===== src/rtl/htp_pkg.sv =====
// Shared types and constants for the heater time-proportioning controller.
// No dependencies; imported by the stream interface users and the top level.
package htp_pkg;

  // Command codes carried by an input item
  localparam logic [1:0] CMD_TICK  = 2'd0;
  localparam logic [1:0] CMD_START = 2'd1;
  localparam logic [1:0] CMD_STOP  = 2'd2;

  // Lid event codes in a result item
  localparam logic [1:0] LID_NONE   = 2'd0;
  localparam logic [1:0] LID_CLOSED = 2'd1;
  localparam logic [1:0] LID_OPENED = 2'd2;

  // Configuration register indexes (byte address = 4 * index)
  localparam logic [1:0] REG_DUTY   = 2'd0;
  localparam logic [1:0] REG_COOK   = 2'd1;
  localparam logic [1:0] REG_PERIOD = 2'd2;

  localparam int CFG_ADDR_W = 4;
  localparam int CFG_DATA_W = 32;

  // Field and state widths
  localparam int DUTY_W   = 4;
  localparam int MIN_W    = 11;
  localparam int PERIOD_W = 20;
  localparam int PHASE_W  = 20;
  localparam int MS_W     = 10;
  localparam int SEC_W    = 6;
  localparam int PROD_W   = 24;

  // Behavior constants
  localparam logic signed [11:0]   WARM_LIMIT     = 12'sd1920; // 120 C in 1/16 C
  localparam logic [DUTY_W-1:0]    DUTY_FULL      = 4'd10;
  localparam logic [DUTY_W-1:0]    DUTY_DEFAULT   = 4'd1;
  localparam logic [MIN_W-1:0]     MAX_MINUTES    = 11'd1440;
  localparam logic [PERIOD_W-1:0]  PERIOD_DEFAULT = 20'd60000;
  localparam logic [MS_W-1:0]      MS_LAST        = 10'd999;
  localparam logic [SEC_W-1:0]     SEC_LAST       = 6'd59;

  typedef struct packed {
    logic [1:0]         command;
    logic signed [11:0] temperature;
    logic               lid_open;
  } cmd_t;

  typedef struct packed {
    logic             heater_on;
    logic [1:0]       lid_event;
    logic             cook_ended;
    logic             cooking;
    logic             warming;
    logic [MIN_W-1:0] minutes_left;
  } res_t;

endpackage


===== src/rtl/htp_stream_if.sv =====
// Valid/ready stream interface with a typed payload.
// Used for both the command and the result channel; payload types from htp_pkg.
interface htp_stream_if #(parameter type T = logic) ();
  logic valid;
  logic ready;
  T     data;

  modport source (output valid, output data, input ready);
  modport sink   (input valid, input data, output ready);
endinterface


===== src/rtl/heater_time_proportion_controller_top.sv =====
// Heater time-proportioning relay controller, top level.
// Depends on htp_pkg and htp_stream_if.
//
// Takes one command per clock (tick, start, stop) while results are taken, and returns one
// status result per command. An accepted command sits in an input register, is evaluated
// against the controller state in a single pass, and its result lands in the output
// register. A stalled result holds the next command in the input register, and further
// input transfers stop once it is full. On/off timing compares 10*(elapsed+1) against
// duty*period products, so no divider is needed. The APB-style port is to be written only
// while no command is in flight.
module heater_time_proportion_controller_top
  import htp_pkg::*;
(
  input  logic                  clk,
  input  logic                  rst_n,
  htp_stream_if.sink            in_ch,
  htp_stream_if.source          out_ch,
  input  logic                  psel,
  input  logic                  penable,
  input  logic                  pwrite,
  input  logic [CFG_ADDR_W-1:0] paddr,
  input  logic [CFG_DATA_W-1:0] pwdata,
  output logic [CFG_DATA_W-1:0] prdata,
  output logic                  pready
);

  // Pipeline registers
  logic in_vld_r;
  cmd_t in_cmd_r;
  logic out_vld_r;
  res_t out_res_r;
  logic adv;
  logic fire;

  // Configuration registers
  logic [DUTY_W-1:0]   duty_r,     duty_nxt;
  logic [MIN_W-1:0]    cook_min_r, cook_min_nxt;
  logic [PERIOD_W-1:0] period_r;

  // Controller state
  logic               cooking_r, cooking_nxt;
  logic               warm_r,    warm_nxt;
  logic               heater_r,  heater_nxt;
  logic               lid_prev_r, lid_prev_nxt;
  logic [PHASE_W-1:0] phase_r,   phase_nxt;
  logic [MS_W-1:0]    ms_r,      ms_nxt;
  logic [SEC_W-1:0]   sec_r,     sec_nxt;
  logic [MIN_W-1:0]   min_el_r,  min_el_nxt;

  // Datapath
  logic [PHASE_W-1:0] phase_inc;
  logic [PHASE_W:0]   phase_plus;
  logic [PROD_W-1:0]  phase_scaled;
  logic [PROD_W-1:0]  on_prod;
  logic [PROD_W-1:0]  off_prod;
  logic               want;
  logic               ended;
  logic [1:0]         lid_evt;
  logic [MIN_W-1:0]   mins_left;
  res_t               res_nxt;

  // Configuration access
  logic                 cfg_wr;
  logic [1:0]           cfg_idx;
  logic [DUTY_W-1:0]    wr_duty;
  logic [MIN_W-1:0]     wr_cook;

  // Handshake: output register frees when empty or taken
  assign adv          = !out_vld_r || out_ch.ready;
  assign fire         = adv && in_vld_r;
  assign in_ch.ready  = !in_vld_r || adv;
  assign out_ch.valid = out_vld_r;
  assign out_ch.data  = out_res_r;

  always_ff @(posedge clk) begin
    if (!rst_n) begin
      in_vld_r <= 1'b0;
    end else if (in_ch.ready) begin
      in_vld_r <= in_ch.valid;
    end
  end

  always_ff @(posedge clk) begin
    if (in_ch.ready && in_ch.valid) begin
      in_cmd_r <= in_ch.data;
    end
  end

  always_ff @(posedge clk) begin
    if (!rst_n) begin
      out_vld_r <= 1'b0;
    end else if (adv) begin
      out_vld_r <= in_vld_r;
    end
  end

  always_ff @(posedge clk) begin
    if (fire) begin
      out_res_r <= res_nxt;
    end
  end

  // Relay timing: elapsed < floor(x/10)  <=>  10*(elapsed+1) <= x
  assign phase_inc    = (phase_r == '1) ? phase_r : phase_r + 1'b1;
  assign phase_plus   = {1'b0, phase_inc} + 1'b1;
  assign phase_scaled = {2'b00, phase_plus, 1'b0} + {phase_plus, 3'b000};
  assign on_prod      = PROD_W'(duty_r) * PROD_W'(period_r);
  assign off_prod     = PROD_W'(DUTY_FULL - duty_r) * PROD_W'(period_r);

  // Next state for one command
  always_comb begin
    duty_nxt     = duty_r;
    cook_min_nxt = cook_min_r;
    cooking_nxt  = cooking_r;
    warm_nxt     = warm_r;
    heater_nxt   = heater_r;
    lid_prev_nxt = lid_prev_r;
    phase_nxt    = phase_r;
    ms_nxt       = ms_r;
    sec_nxt      = sec_r;
    min_el_nxt   = min_el_r;
    want         = 1'b0;
    ended        = 1'b0;
    lid_evt      = LID_NONE;
    unique case (in_cmd_r.command)
      CMD_TICK: begin
        lid_prev_nxt = in_cmd_r.lid_open;
        if (cooking_r) begin
          // relay decision
          if (warm_r) begin
            if (in_cmd_r.temperature <= WARM_LIMIT) begin
              want = 1'b1;
            end else begin
              want     = 1'b0;
              warm_nxt = 1'b0;
            end
          end else if (heater_r) begin
            want = phase_scaled <= on_prod;
          end else begin
            want = !(phase_scaled <= off_prod);
          end
          phase_nxt  = (want != heater_r) ? '0 : phase_inc;
          heater_nxt = want;
          // cook timer, ms -> s -> min
          if (ms_r == MS_LAST) begin
            ms_nxt = '0;
            if (sec_r == SEC_LAST) begin
              sec_nxt = '0;
              if (min_el_r != '1) begin
                min_el_nxt = min_el_r + 1'b1;
              end
            end else begin
              sec_nxt = sec_r + 1'b1;
            end
          end else begin
            ms_nxt = ms_r + 1'b1;
          end
          // cook time ran out
          if (cook_min_r != '0 && min_el_nxt >= cook_min_r) begin
            ended        = 1'b1;
            cooking_nxt  = 1'b0;
            warm_nxt     = 1'b0;
            heater_nxt   = 1'b0;
            duty_nxt     = DUTY_DEFAULT;
            cook_min_nxt = '0;
          end
          // lid edges
          if (lid_prev_r && !in_cmd_r.lid_open) begin
            lid_evt = LID_CLOSED;
          end else if (!lid_prev_r && in_cmd_r.lid_open) begin
            lid_evt = LID_OPENED;
          end
        end
      end
      CMD_START: begin
        cooking_nxt = 1'b1;
        warm_nxt    = 1'b1;
        ms_nxt      = '0;
        sec_nxt     = '0;
        min_el_nxt  = '0;
      end
      CMD_STOP: begin
        cooking_nxt  = 1'b0;
        warm_nxt     = 1'b0;
        heater_nxt   = 1'b0;
        duty_nxt     = DUTY_DEFAULT;
        cook_min_nxt = '0;
      end
      default: begin
      end
    endcase

    // remaining whole minutes: M - elapsed_min - (partial minute ? 1 : 0)
    if (cook_min_nxt == '0 || min_el_nxt >= cook_min_nxt) begin
      mins_left = '0;
    end else begin
      mins_left = cook_min_nxt - min_el_nxt - MIN_W'(sec_nxt != '0);
    end

    res_nxt.heater_on    = heater_nxt;
    res_nxt.lid_event    = lid_evt;
    res_nxt.cook_ended   = ended;
    res_nxt.cooking      = cooking_nxt;
    res_nxt.warming      = warm_nxt;
    res_nxt.minutes_left = mins_left;
  end

  // Configuration decode
  assign cfg_wr  = psel && penable && pwrite;
  assign cfg_idx = paddr[3:2];
  assign pready  = 1'b1;
  assign wr_duty = (pwdata[DUTY_W-1:0] > DUTY_FULL) ? DUTY_FULL : pwdata[DUTY_W-1:0];
  assign wr_cook = pwdata[MIN_W-1:0];

  always_comb begin
    unique case (cfg_idx)
      REG_DUTY:   prdata = CFG_DATA_W'(duty_r);
      REG_COOK:   prdata = CFG_DATA_W'(cook_min_r);
      REG_PERIOD: prdata = CFG_DATA_W'(period_r);
      default:    prdata = '0;
    endcase
  end

  // State and configuration registers; the user must write only while idle, the block does not enforce it
  always_ff @(posedge clk) begin
    if (!rst_n) begin
      duty_r     <= DUTY_DEFAULT;
      cook_min_r <= '0;
      period_r   <= PERIOD_DEFAULT;
      cooking_r  <= 1'b0;
      warm_r     <= 1'b0;
      heater_r   <= 1'b0;
      lid_prev_r <= 1'b0;
      phase_r    <= '0;
      ms_r       <= '0;
      sec_r      <= '0;
      min_el_r   <= '0;
    end else if (cfg_wr) begin
      unique case (cfg_idx)
        REG_DUTY: begin
          duty_r <= wr_duty;
        end
        REG_COOK: begin
          if (wr_cook <= MAX_MINUTES) begin
            cook_min_r <= wr_cook;
            ms_r       <= '0;
            sec_r      <= '0;
            min_el_r   <= '0;
          end
        end
        REG_PERIOD: begin
          period_r <= pwdata[PERIOD_W-1:0];
        end
        default: begin
        end
      endcase
    end else if (fire) begin
      duty_r     <= duty_nxt;
      cook_min_r <= cook_min_nxt;
      cooking_r  <= cooking_nxt;
      warm_r     <= warm_nxt;
      heater_r   <= heater_nxt;
      lid_prev_r <= lid_prev_nxt;
      phase_r    <= phase_nxt;
      ms_r       <= ms_nxt;
      sec_r      <= sec_nxt;
      min_el_r   <= min_el_nxt;
    end
  end

  // Checks
  a_idle_quiet: assert property (@(posedge clk) disable iff (!rst_n)
    !cooking_r |-> !heater_r && !warm_r)
    else $error("heater or warm-up active while not cooking");

  a_timer_range: assert property (@(posedge clk) disable iff (!rst_n)
    ms_r <= MS_LAST && sec_r <= SEC_LAST)
    else $error("cook timer digit out of range");

  a_end_clean: assert property (@(posedge clk) disable iff (!rst_n)
    out_vld_r && out_res_r.cook_ended |->
      !out_res_r.cooking && !out_res_r.heater_on && out_res_r.minutes_left == '0)
    else $error("cook end result still shows activity");

  a_cook_limit: assert property (@(posedge clk) disable iff (!rst_n)
    cook_min_r <= MAX_MINUTES && duty_r <= DUTY_FULL)
    else $error("configuration register beyond limit");

  a_result_hold: assert property (@(posedge clk) disable iff (!rst_n)
    out_vld_r && !out_ch.ready |=> out_vld_r && $stable(out_res_r))
    else $error("stalled result changed");

endmodule

===== src/flat_wrapper.sv =====
// flat-port wrapper written by rule: the top's interface ports become plain ports
module heater_time_proportion_controller_top_flat import htp_pkg::*;
  (clk, rst_n, psel, penable, pwrite, paddr, pwdata, prdata, pready, in_ch_valid, in_ch_data, in_ch_ready, out_ch_valid, out_ch_data, out_ch_ready);
  htp_stream_if in_ch_i ();
  htp_stream_if out_ch_i ();
  input  logic clk;
  input  logic rst_n;
  input  logic psel;
  input  logic penable;
  input  logic pwrite;
  input  logic [CFG_ADDR_W-1:0] paddr;
  input  logic [CFG_DATA_W-1:0] pwdata;
  output logic [CFG_DATA_W-1:0] prdata;
  output logic pready;
  input wire logic [$bits(in_ch_i.valid)-1:0] in_ch_valid;
  input wire logic [$bits(in_ch_i.data)-1:0] in_ch_data;
  output wire logic [$bits(in_ch_i.ready)-1:0] in_ch_ready;
  output wire logic [$bits(out_ch_i.valid)-1:0] out_ch_valid;
  output wire logic [$bits(out_ch_i.data)-1:0] out_ch_data;
  input wire logic [$bits(out_ch_i.ready)-1:0] out_ch_ready;
  assign in_ch_i.valid = in_ch_valid;
  assign in_ch_i.data = in_ch_data;
  assign in_ch_ready = in_ch_i.ready;
  assign out_ch_valid = out_ch_i.valid;
  assign out_ch_data = out_ch_i.data;
  assign out_ch_i.ready = out_ch_ready;
  heater_time_proportion_controller_top u_core (.clk(clk), .rst_n(rst_n), .in_ch(in_ch_i), .out_ch(out_ch_i), .psel(psel), .penable(penable), .pwrite(pwrite), .paddr(paddr), .pwdata(pwdata), .prdata(prdata), .pready(pready));
endmodule

===== config.mk =====
export PLATFORM = sky130hd
export DESIGN_NAME = heater_time_proportion_controller_top_flat
export DESIGN_NICKNAME = d
export VERILOG_FILES = /design/src/rtl/htp_pkg.sv /design/src/rtl/htp_stream_if.sv /design/src/rtl/heater_time_proportion_controller_top.sv /design/src/flat_wrapper.sv
export SDC_FILE = /design/constraint.sdc
export NUM_CORES = 1
export LEC_CHECK = 0
export ABC_CLOCK_PERIOD_IN_PS = 4900
export BUFFER_PORTS_ARGS = -buffer_cell sky130_fd_sc_hd__buf_2
export CORE_ASPECT_RATIO = 1.2
export CORE_MARGIN = 4
export CORE_UTILIZATION = 35
export CTS_CLUSTER_DIAMETER = 120
export DETAILED_ROUTE_END_ITERATION = 10
export PLACE_DENSITY = 0.57
export SYNTH_ARGS = -nofsm -noshare
export SYNTH_HDL_FRONTEND = slang
export SYNTH_SLANG_ARGS = --single-unit

===== constraint.sdc =====
create_clock -name clk -period 4.9 [get_ports clk]
set_input_delay 0.98 -clock clk [delete_from_list [all_inputs] [get_ports clk]]
set_output_delay 0.98 -clock clk [all_outputs]
set_load 0.02 [all_outputs]

==> results.yml, run 1 <==
status:
  status: "completed"
die:
  core_sq_um: 12200
  die-area_sq_um: 14400
  chipWidth_um: 110
  die_y_um: 130
  start_util: 0.360
  num_rows: 44
  io_pins: 80
clock_tree:
  clockBufferDepth: 2
  h-tree-depth: 3
  cts_tree: "built"
  cts_buffers: 9
  cts_hold_buf: 0
  clk_pin_slew_ns: 0.06
  clkLatencyLatePin_ns: 0.33
  clock-sinks: 66
  root_buffer: "clkbuf_16"
logic_synthesis:
  syn_area_sq_um: 4370
  synth_top_family_by_area: "simple AND/OR/NAND/NOR gates"
  synthAdderAreaFrac: 0.0715
  async_reset_ff_frac: 0
  synth_xor_xnor_area_share: 0.0400
  syn_inst: 568
  synthTopCellsByArea: "dfxtp_1 30%, nand2_1 8.9%, ha_1 7.2%"
  synthFlopType: "dfxtp_1"
  ys_seq_area_frac: 0.304
  muxShareOfSynthArea: 0.0269
  ys_seq_elements: 66
  ys_warn_count: 0
  synth-edff-count: 1
  synth_top_area_share: 0.297
  synth_top_area_cell: "dfxtp_1"
  synth-compound-area-share: 0.189
  ys_types: 64
  synth-simple-area-share: 0.290
  avgSynthCellArea_sq_um: 7.70
placed_design:
  place.gp.congestion: 0.889
  placed_cell_area_sq_um: 4820
  placedCellCount: 766
  place_hpwl_um: 8650
  port_buffers: 51
  dp_slack_ns: -0.252
sta:
  skew_ns: 0.00814
  tightestPinTransition_ns: 0.761
  min_period_ns: 4.76
  final.period_utilization: 0.972
  setup_ws_ns: 0.137
  fin_hold_ws_ns: 0.463
  hold_viol: 0
  tns_ns: 0
  relSlewSlack: 0.493
  fmax_mhz: 210
  maxSlewViolCount: 0
  setup_viol: 0
setup_path:
  crit_required_ns: 5.03
  cp_max_fo: 8
  crit_type: "reg2reg"
  start_kind: "register"
  reg2reg_setup_slack_ns: 0.14
  cp.arrival_ns: 4.89
  r2r-start: "u_core.ms_r[1]$_SDFFE_PN0P_"
  ff2ff_path_depth: 20
  end_kind: "register"
  r2r-end: "u_core.out_ch.data$_SDFFCE_PP0P_"
route:
  drtIter0Drc: 170
  ant_nets: 0
  vias: 4161
  wl_per_cell_um: 15.4
  viasPerCell: 5.28
  drt-pass1-iter-count: 4
  drc: 0
  totalWireLength_um: 12200
layout:
  layout_commonest_cell: "nand2_1"
  post-route-util: 0.442
  layout.cells.non_filler: 788
  final_cell_mix: "104 x nand2_1, 59 x dfxtp_1, 51 x buf_2, 33 x buf_4, 31 x o21ai_0"
  regArea_sq_um: 1350
  multi_input_area_sq_um: 2920
  area_delta_synth_final_pct: 22.9
  fin_nets: 692
  n_antenna_cell: 0
  drive_gt1_frac: 0.225
  fillers: 1220
  design_area_sq_um: 5380
hold_path:
  min_path_cells: 2
  min-delay-start: "u_core.period_r[18]$_SDFFE_PN0P_"
  min_to: "u_core.period_r[18]$_SDFFE_PN0P_"
  min_path_type: "reg2reg"
global_routing:
  busiest_layer: "met2"
  antenna_found_initial: 0
  gr-usage-met3: 0.0388
  use_met2: 0.309
  grt_usage: 0.177
  use_met1: 0.210
  grt_overflow_total: 0
  grt_pass1_vias: 4178
  grt_start_max_net_pins: 68
  grt_pass1_wl_um: 20100
power:
  power_density_nw_per_um2: 246
  ir_worst_vdd_mv: 0.128
  power_leakage_nw: 2.15
  total_power_mw: 1.32
job:
  cap_violations: 0
==> how the worst max path moves through the flow <==
stage | from | to | slack [ns] | cells past startpoint
2_1_floorplan | u_core.ms_r[0]$_SDFFE_PN0P_ | u_core.out_ch.data$_SDFFCE_PP0P_ | 0.13 | 21
3_3_place_gp | u_core.sec_r[0]$_SDFFE_PN0P_ | u_core.out_ch.data$_SDFFCE_PP0P_ | -0.19 | 22
3_5_place_dp | u_core.ms_r[1]$_SDFFE_PN0P_ | u_core.out_ch.data$_SDFFCE_PP0P_ | -0.25 | 21
4_1_cts | u_core.ms_r[1]$_SDFFE_PN0P_ | u_core.out_ch.data$_SDFFCE_PP0P_ | 0.0003 | 20
5_1_grt | u_core.ms_r[1]$_SDFFE_PN0P_ | u_core.out_ch.data$_SDFFCE_PP0P_ | -0.03 | 21
6_report | u_core.ms_r[1]$_SDFFE_PN0P_ | u_core.out_ch.data$_SDFFCE_PP0P_ | 0.14 | 20
==> area by class of cell <==
class                           count  share of cell area
Multi-Input combinational cell    441               0.543
Clock buffer                       10              0.0465
Tap cell                          161              0.0375
Inverter                           19              0.0133
Sequential cell                    66               0.250
Clock inverter                      5              0.0116
Timing Repair Buffer               86              0.0977
==> synth_stat cells, types with 2 or more instances <==
library cell	number
nand2_1	104
dfxtp_1	65
clkbuf_1	34
o21ai_0	31
nand3_1	27
ha_1	25
a21boi_0	20
a21oi_1	18
inv_1	18
nand4_1	18
nor2_1	18
and2_1	17
nor2b_1	14
buf_4	13
nor3_1	13
xor2_1	12
a22o_1	8
and3_1	8
o21a_1	8
xnor2_1	8
o211ai_1	6
or3_1	6
a21boi_1	5
mux2i_1	5
nand2b_1	5
and4_1	4
mux2_2	4
nor4_1	4
nand3b_1	3
o21ai_1	3
a211oi_1	2
a21o_1	2
a22oi_1	2
buf_2	2
buf_6	2
conb_1	2
mux2_1	2
o31a_1	2
o41ai_1	2
or2_2	2
==> state kept, by name (all words and copies together) (netlist names) <==
signal               count
u_core.cook_min_r       11
u_core.cooking_r         1
u_core.duty_r            4
u_core.in_vld_r          1
u_core.min_el_r         11
u_core.ms_r             10
u_core.out_ch.data       1
u_core.out_ch.valid      1
u_core.period_r         20
u_core.sec_r             6
==> cell families after synthesis <==
kind of cell	Yosys count
multiplexers	11
adder cells (fa/ha/maj)	25
AO/OA/AOI/OAI	121
XOR/XNOR	20
flip-flops	66
other	2
buffers and inverters	72
AND/OR/NAND/NOR	251
==> routing by layer <==
layer  wire (um)  share of wire
met3         536          0.044
met5           0              0
met1        5250           0.43
met4         237          0.019
met2        6140           0.50
==> power by group <==
group / leakage (nW) / switching (mW) / internal [mW]
Sequential: 0.538 / 0.00423 / 0.542
Clock: 0.146 / 0.246 / 0.423
Combinational: 1.47 / 0.0719 / 0.0348
Total: 2.15 / 0.322 / 1.00
==> critical path: stages, from the launching register on <==
cell	delay [ns]
dfxtp_4	0.36
ha_4	0.13
nand4b_1	0.12
or3_4	0.40
or3_4	0.45
nor2_4	0.12
xor2_2	0.16
ha_1	0.25
and3_4	0.16
a2111o_1	0.43
o211ai_1	0.22
buf_4	0.19
and2_1	0.13
ha_1	0.14
nor2b_1	0.04
o21a_1	0.16
o211ai_1	0.19
a32oi_1	0.13
a41oi_2	0.21
o211ai_1	0.18
nor4bb_2	0.39
==> what timing repair did <==
action                     4_1_cts  5_1_grt
setup buffers                    4        4
hold endpoints to repair         0        0
pin swaps                        6       13
setup endpoints to repair        1        1
gates resized for setup          9       30
Power figures use the tool's default switching activity.
==> run 2, diff against run 1 <==
- CORE_ASPECT_RATIO: 1.2 -> unset
- TNS_END_PERCENT: unset -> 50
==> results.yml, run 2 (synthesized netlist as in run 1, its figures left out) <==
status:
  status: "complete, but fails checks"
  violations: "negative setup slack"
setup_path:
  r2r-end: "u_core.out_ch.data$_SDFFCE_PP0P_"
  path_cells: "ha_4 > nand4b_1 > or3_4 > or3_4 > nor2_4 > xor2_2 > ha_1 > a21o_1 > a2111o_1 > o211ai_1 > nand2_1 > ha_4 > nor2b_1 > o21a_1 > o211ai_1 > a32oi_1 > a41oi_2 > o211ai_1 > nor4bb_2"
  max_stage_delay_ns: 0.46
  end_kind: "register"
  crit_required_ns: 5.05
  cp_num_buf_inv: 0
  worst_path_most_repeated_cell: "o211ai_1"
  start_kind: "register"
  ff2ff_path_depth: 19
  slowest_stage: "or3_4"
  cp.arrival_ns: 5.09
  crit_type: "reg2reg"
  cp_max_fo: 4
  cpLargestDelayFamily: "simple AND/OR/NAND/NOR gates"
  reg2reg_setup_slack_ns: -0.04
  r2r-start: "u_core.ms_r[1]$_SDFFE_PN0P_"
sta:
  skew_ns: 0.00728
  setup_viol: 1
  min_period_ns: 4.94
  tightestPinTransition_ns: 0.746
  fin_hold_ws_ns: 0.458
  final.period_utilization: 1.01
  fmax_mhz: 202
  relSlewSlack: 0.503
  setup_ws_ns: -0.0412
  tns_ns: -0.0412
  maxSlewViolCount: 0
  grt_setup_unrepaired: "yes"
  hold_viol: 0
global_routing:
  grt_pass1_vias: 4038
  grt_start_max_net_pins: 53
  antenna_found_initial: 0
  grt_usage: 0.167
  grt_pass1_wl_um: 19300
  grt_overflow_total: 0
job:
  cap_violations: 0
placed_design:
  port_buffers: 51
  place_hpwl_um: 8580
  place.gp.congestion: 0.896
power:
  ir_worst_vdd_mv: 0.198
  power_leakage_nw: 2.14
  power_density_nw_per_um2: 248
clock_tree:
  clock-sinks: 66
  cts_buffers: 9
  cts_tree: "built"
  clkLatencyLatePin_ns: 0.35
  cts_hold_buf: 0
  clockBufferDepth: 2
  root_buffer: "clkbuf_16"
  clk_pin_slew_ns: 0.06
  h-tree-depth: 3
layout:
  drive_gt1_frac: 0.226
  n_antenna_cell: 0
  final_cell_mix: "104 x nand2_1, 62 x dfxtp_1, 51 x buf_2, 37 x buf_4, 31 x o21ai_0"
  layout_commonest_cell: "nand2_1"
  top_register: "u_core.period_r"
  area_delta_synth_final_pct: 22.9
  largest_reg_flops: 20
  largestRegisters: "u_core.period_r: 20 flops, u_core.cook_min_r: 11 flops, u_core.min_el_r: 11 flops"
  fin_nets: 696
route:
  wl_per_cell_um: 14.9
  totalWireLength_um: 11900
  viasPerCell: 5.22
  ant_nets: 0
  vias: 4175
  drt-pass1-iter-count: 4
  drtIter0Drc: 171
  drc: 0
die:
  die_y_um: 120
  io_pins: 80
  chipWidth_um: 120
  die-area_sq_um: 14400
  core_sq_um: 12100
  num_rows: 40
  start_util: 0.361
hold_path:
  min_path_type: "reg2reg"
  min_to: "u_core.period_r[15]$_SDFFE_PN1P_"
  min_path_cells: 2
  min-delay-start: "u_core.period_r[15]$_SDFFE_PN1P_"
run 2: changes by cell type in the layout (fill, tap and decap cells not counted), moves of 2 or more:
cell     delta
buf_4       +4
dfxtp_1     +3
dfxtp_4     -3
a21oi_1     -2
a21oi_2     +2
run 2: final cells by class:
cell class              count  area (sq um)
clock inverters             6          73.8
inverters                  19          71.3
flip-flops and latches     66          1340
clock buffers              10           239
multi-input cells         441          2890
well taps                 168           210
repair buffers             90           556
fillers                  1237          6730
run 2: repair_timing:
| item | 4_1_cts | 5_1_grt |
|---|---|---|
| gates cloned | 0 | 1 |
| pin swaps | 1 | 16 |
| setup endpoints to repair | 1 | 1 |
| setup buffers | 0 | 3 |
| resized for setup | 5 | 25 |
| hold endpoints to repair | 0 | 0 |
run 2: layer usage:
layer,routed length (um),GRT usage
met4,344,0.0816
met2,5700,0.276
met1,5310,0.202
met3,538,0.0405
met5,0,0
run 2: worst max-delay path by stage:
stage	startpoint	to	slack (ns)	cells past startpoint
2_1_floorplan	u_core.ms_r[0]$_SDFFE_PN0P_	u_core.out_ch.data$_SDFFCE_PP0P_	0.13	21
3_3_place_gp	u_core.ms_r[1]$_SDFFE_PN0P_	u_core.out_ch.data$_SDFFCE_PP0P_	0.01	21
3_5_place_dp	u_core.sec_r[1]$_SDFFE_PN0P_	u_core.out_ch.data$_SDFFCE_PP0P_	-0.12	19
4_1_cts	u_core.ms_r[1]$_SDFFE_PN0P_	u_core.out_ch.data$_SDFFCE_PP0P_	0.02	20
5_1_grt	u_core.ms_r[1]$_SDFFE_PN0P_	u_core.out_ch.data$_SDFFCE_PP0P_	-0.27	19
6_report	u_core.ms_r[1]$_SDFFE_PN0P_	u_core.out_ch.data$_SDFFCE_PP0P_	-0.04	19
run 2: per-stage QoR:
step	util	total power, mW	setup slack [ns]	cell area [sq um]	std cells
after floorplan	-	0.632	0.130	4420	579
after global placement	0.403	0.663	0.0116	4880	780
after detailed placement	0.403	0.666	-0.122	4880	780
after CTS	0.431	1.35	0.0227	5220	796
after global routing	0.444	1.38	-0.267	5380	800
final	0.444	1.33	-0.0412	5380	800
run 2: tightest hold or removal path, delay by kind of cell, from the launching register on:
| family | cells | cell delay (ns) |
|---|---|---|
| simple gates | 2 | 0.11 |
| flops | 1 | 0.32 |
run 2: power by group:
part	internal, mW	switching (mW)
Combinational	0.0357	0.0722
Sequential	0.543	0.00422
Clock	0.414	0.266
Total	0.993	0.342
==> run 3, diff against run 2 <==
- CORE_UTILIZATION: 35 -> 51
- PLACE_DENSITY: 0.57 -> 0.78
==> results.yml, run 3 (synthesized netlist as in run 1, its figures left out) <==
status:
  status: "completed"
global_routing:
  grt_usage: 0.227
  grt_start_max_net_pins: 54
  antenna_found_initial: 0
  grt_pass1_vias: 3986
  grt_overflow_total: 0
  grt_pass1_wl_um: 18800
setup_path:
  r2r-start: "u_core.ms_r[1]$_SDFFE_PN0P_"
  cpLargestDelayFamily: "compound AO/OA/AOI/OAI gates"
  crit_path_end: "u_core.out_ch.data$_SDFFCE_PP0P_"
  startpoint: "u_core.ms_r[1]$_SDFFE_PN0P_"
  slowest_stage: "or3_4"
  cp.arrival_ns: 4.94
  ff2ff_path_depth: 19
  end_kind: "register"
  start_kind: "register"
  cp_max_fo: 8
  cp.depth: 19
  crit_type: "reg2reg"
  reg2reg_setup_slack_ns: 0.14
  r2r-end: "u_core.out_ch.data$_SDFFCE_PP0P_"
  crit_required_ns: 5.08
  max_stage_delay_ns: 0.44
  path_cells: "ha_4 > nand4b_1 > or3_4 > or3_4 > nor2_4 > xor2_1 > ha_1 > a21o_1 > a2111o_1 > o211ai_1 > buf_4 > buf_4 > nand2_1 > ha_1 > o21ai_0 > a32oi_1 > a41oi_1 > o211ai_1 > nor4bb_1"
  cp_num_buf_inv: 2
sta:
  hold_viol: 0
  maxSlewViolCount: 0
  setup_ws_ns: 0.141
  final.period_utilization: 0.971
  grt_setup_unrepaired: "yes"
  fmax_mhz: 210
  skew_ns: 0.0119
  min_period_ns: 4.76
  setup_viol: 0
  tns_ns: 0
  relSlewSlack: 0.388
  tightestPinTransition_ns: 0.916
  fin_hold_ws_ns: 0.465
clock_tree:
  clockBufferDepth: 2
  clock-sinks: 66
  clkLatencyLatePin_ns: 0.36
  root_buffer: "clkbuf_8"
  cts_buffers: 9
  cts_tree: "built"
  clk_pin_slew_ns: 0.08
  h-tree-depth: 3
placed_design:
  placed_cell_area_sq_um: 4660
  dp_slack_ns: -0.00344
  port_buffers: 51
  placedCellCount: 699
  place_hpwl_um: 7840
  place.gp.congestion: 0.861
route:
  ant_nets: 0
  drtIter0Drc: 270
  drc: 0
  drt-pass1-iter-count: 5
  totalWireLength_um: 11200
  viasPerCell: 5.86
  vias: 4222
  wl_per_cell_um: 15.5
power:
  pwr-share-seq: 0.476
  swShare: 0.285
  ir_worst_vdd_mv: 0.161
  p_clk_frac: 0.434
  power_leakage_nw: 2.01
  power_density_nw_per_um2: 228
  power_frac_comb: 0.090
  total_power_mw: 1.15
  p_sw_mw: 0.327
  intPower_mw: 0.820
layout:
  n_antenna_cell: 0
  layout.cells.non_filler: 720
  fin_nets: 679
  final_cell_mix: "104 x nand2_1, 61 x dfxtp_1, 51 x buf_2, 31 x o21ai_0, 27 x nand3_1"
  area_delta_synth_final_pct: 14.8
  post-route-util: 0.605
  drive_gt1_frac: 0.195
  fillers: 742
  largest_reg_flops: 20
  design_area_sq_um: 5020
  layout_commonest_cell: "nand2_1"
  top_register: "u_core.period_r"
  largestRegisters: "u_core.period_r: 20 flops, u_core.cook_min_r: 11 flops, u_core.min_el_r: 11 flops"
die:
  io_pins: 80
  chipWidth_um: 101
  core_sq_um: 8300
  num_rows: 33
  die-area_sq_um: 10100
  die_y_um: 101
  start_util: 0.527
hold_path:
  min_path_type: "reg2reg"
job:
  cap_violations: 0
==> run 3: cell count changes in the layout (fill, tap and decap cells not counted), moves of 2 or more <==
cell	delta
buf_4	-16
clkbuf_16	-9
clkbuf_8	+8
dfxtp_2	-2
dfxtp_4	+3
ha_1	+3
ha_2	-2
inv_6	+2
==> run 3: worst min path at each step <==
stage,to,cells after the start,startpoint
after floorplan,u_core.period_r[11]$_SDFFE_PN1P_,2,u_core.period_r[11]$_SDFFE_PN1P_
after global placement,u_core.period_r[11]$_SDFFE_PN1P_,2,u_core.period_r[11]$_SDFFE_PN1P_
after detailed placement,u_core.period_r[11]$_SDFFE_PN1P_,2,u_core.period_r[11]$_SDFFE_PN1P_
after CTS,u_core.period_r[11]$_SDFFE_PN1P_,2,u_core.period_r[11]$_SDFFE_PN1P_
after global routing,u_core.period_r[4]$_SDFFE_PN0P_,2,u_core.period_r[4]$_SDFFE_PN0P_
final,u_core.period_r[11]$_SDFFE_PN1P_,2,u_core.period_r[11]$_SDFFE_PN1P_
==> run 3: layout make-up <==
class	count	area, sq um	share of cell area
Tap cell	105	131	0.0262
Sequential cell	66	1340	0.267
Clock buffer	9	124	0.0247
Inverter	19	71.3	0.0142
Multi-Input combinational cell	441	2850	0.566
Clock inverter	7	83.8	0.0167
Timing Repair Buffer	73	424	0.0844
==> run 3: power by group through the flow <==
stage	Combinational, mW	Sequential, mW	Clock (mW)
6_report	0.103	0.545	0.498
5_1_grt	0.113	0.546	0.533
4_1_cts	0.102	0.547	0.509
3_5_place_dp	0.102	0.559	0
3_3_place_gp	0.0997	0.559	0
2_1_floorplan	0.0729	0.559	0
==> run 3: worst register-to-register path, stage by stage, from the launching register on <==
cell and delay, ns:
dfxtp_4 0.37, ha_4 0.14, nand4b_1 0.11, or3_4 0.43
or3_4 0.44, nor2_4 0.09, xor2_1 0.17, ha_1 0.27
a21o_1 0.19, a2111o_1 0.43, o211ai_1 0.23, buf_4 0.20
buf_4 0.12, nand2_1 0.05, ha_1 0.30, o21ai_0 0.25
a32oi_1 0.10, a41oi_1 0.23, o211ai_1 0.18, nor4bb_1 0.29
==> run 3: timing repair <==
action,CTS,global route
endpoints found under the setup margin,1,1
hold buffers,0,0
resized for setup,3,22
pin swaps,1,14
setup buffers,0,5
==> run 3: routing by layer <==
| layer | part of all wire | wire (um) | up-vias | track usage |
|---|---|---|---|---|
| li1 | - | - | 2055 | - |
| met1 | 0.43 | 4760 | 2002 | 0.285 |
| met2 | 0.49 | 5480 | 134 | 0.372 |
| met3 | 0.056 | 623 | 31 | 0.0498 |
| met4 | 0.027 | 301 | 0 | 0.101 |
| met5 | 0 | 0 | - | 0 |
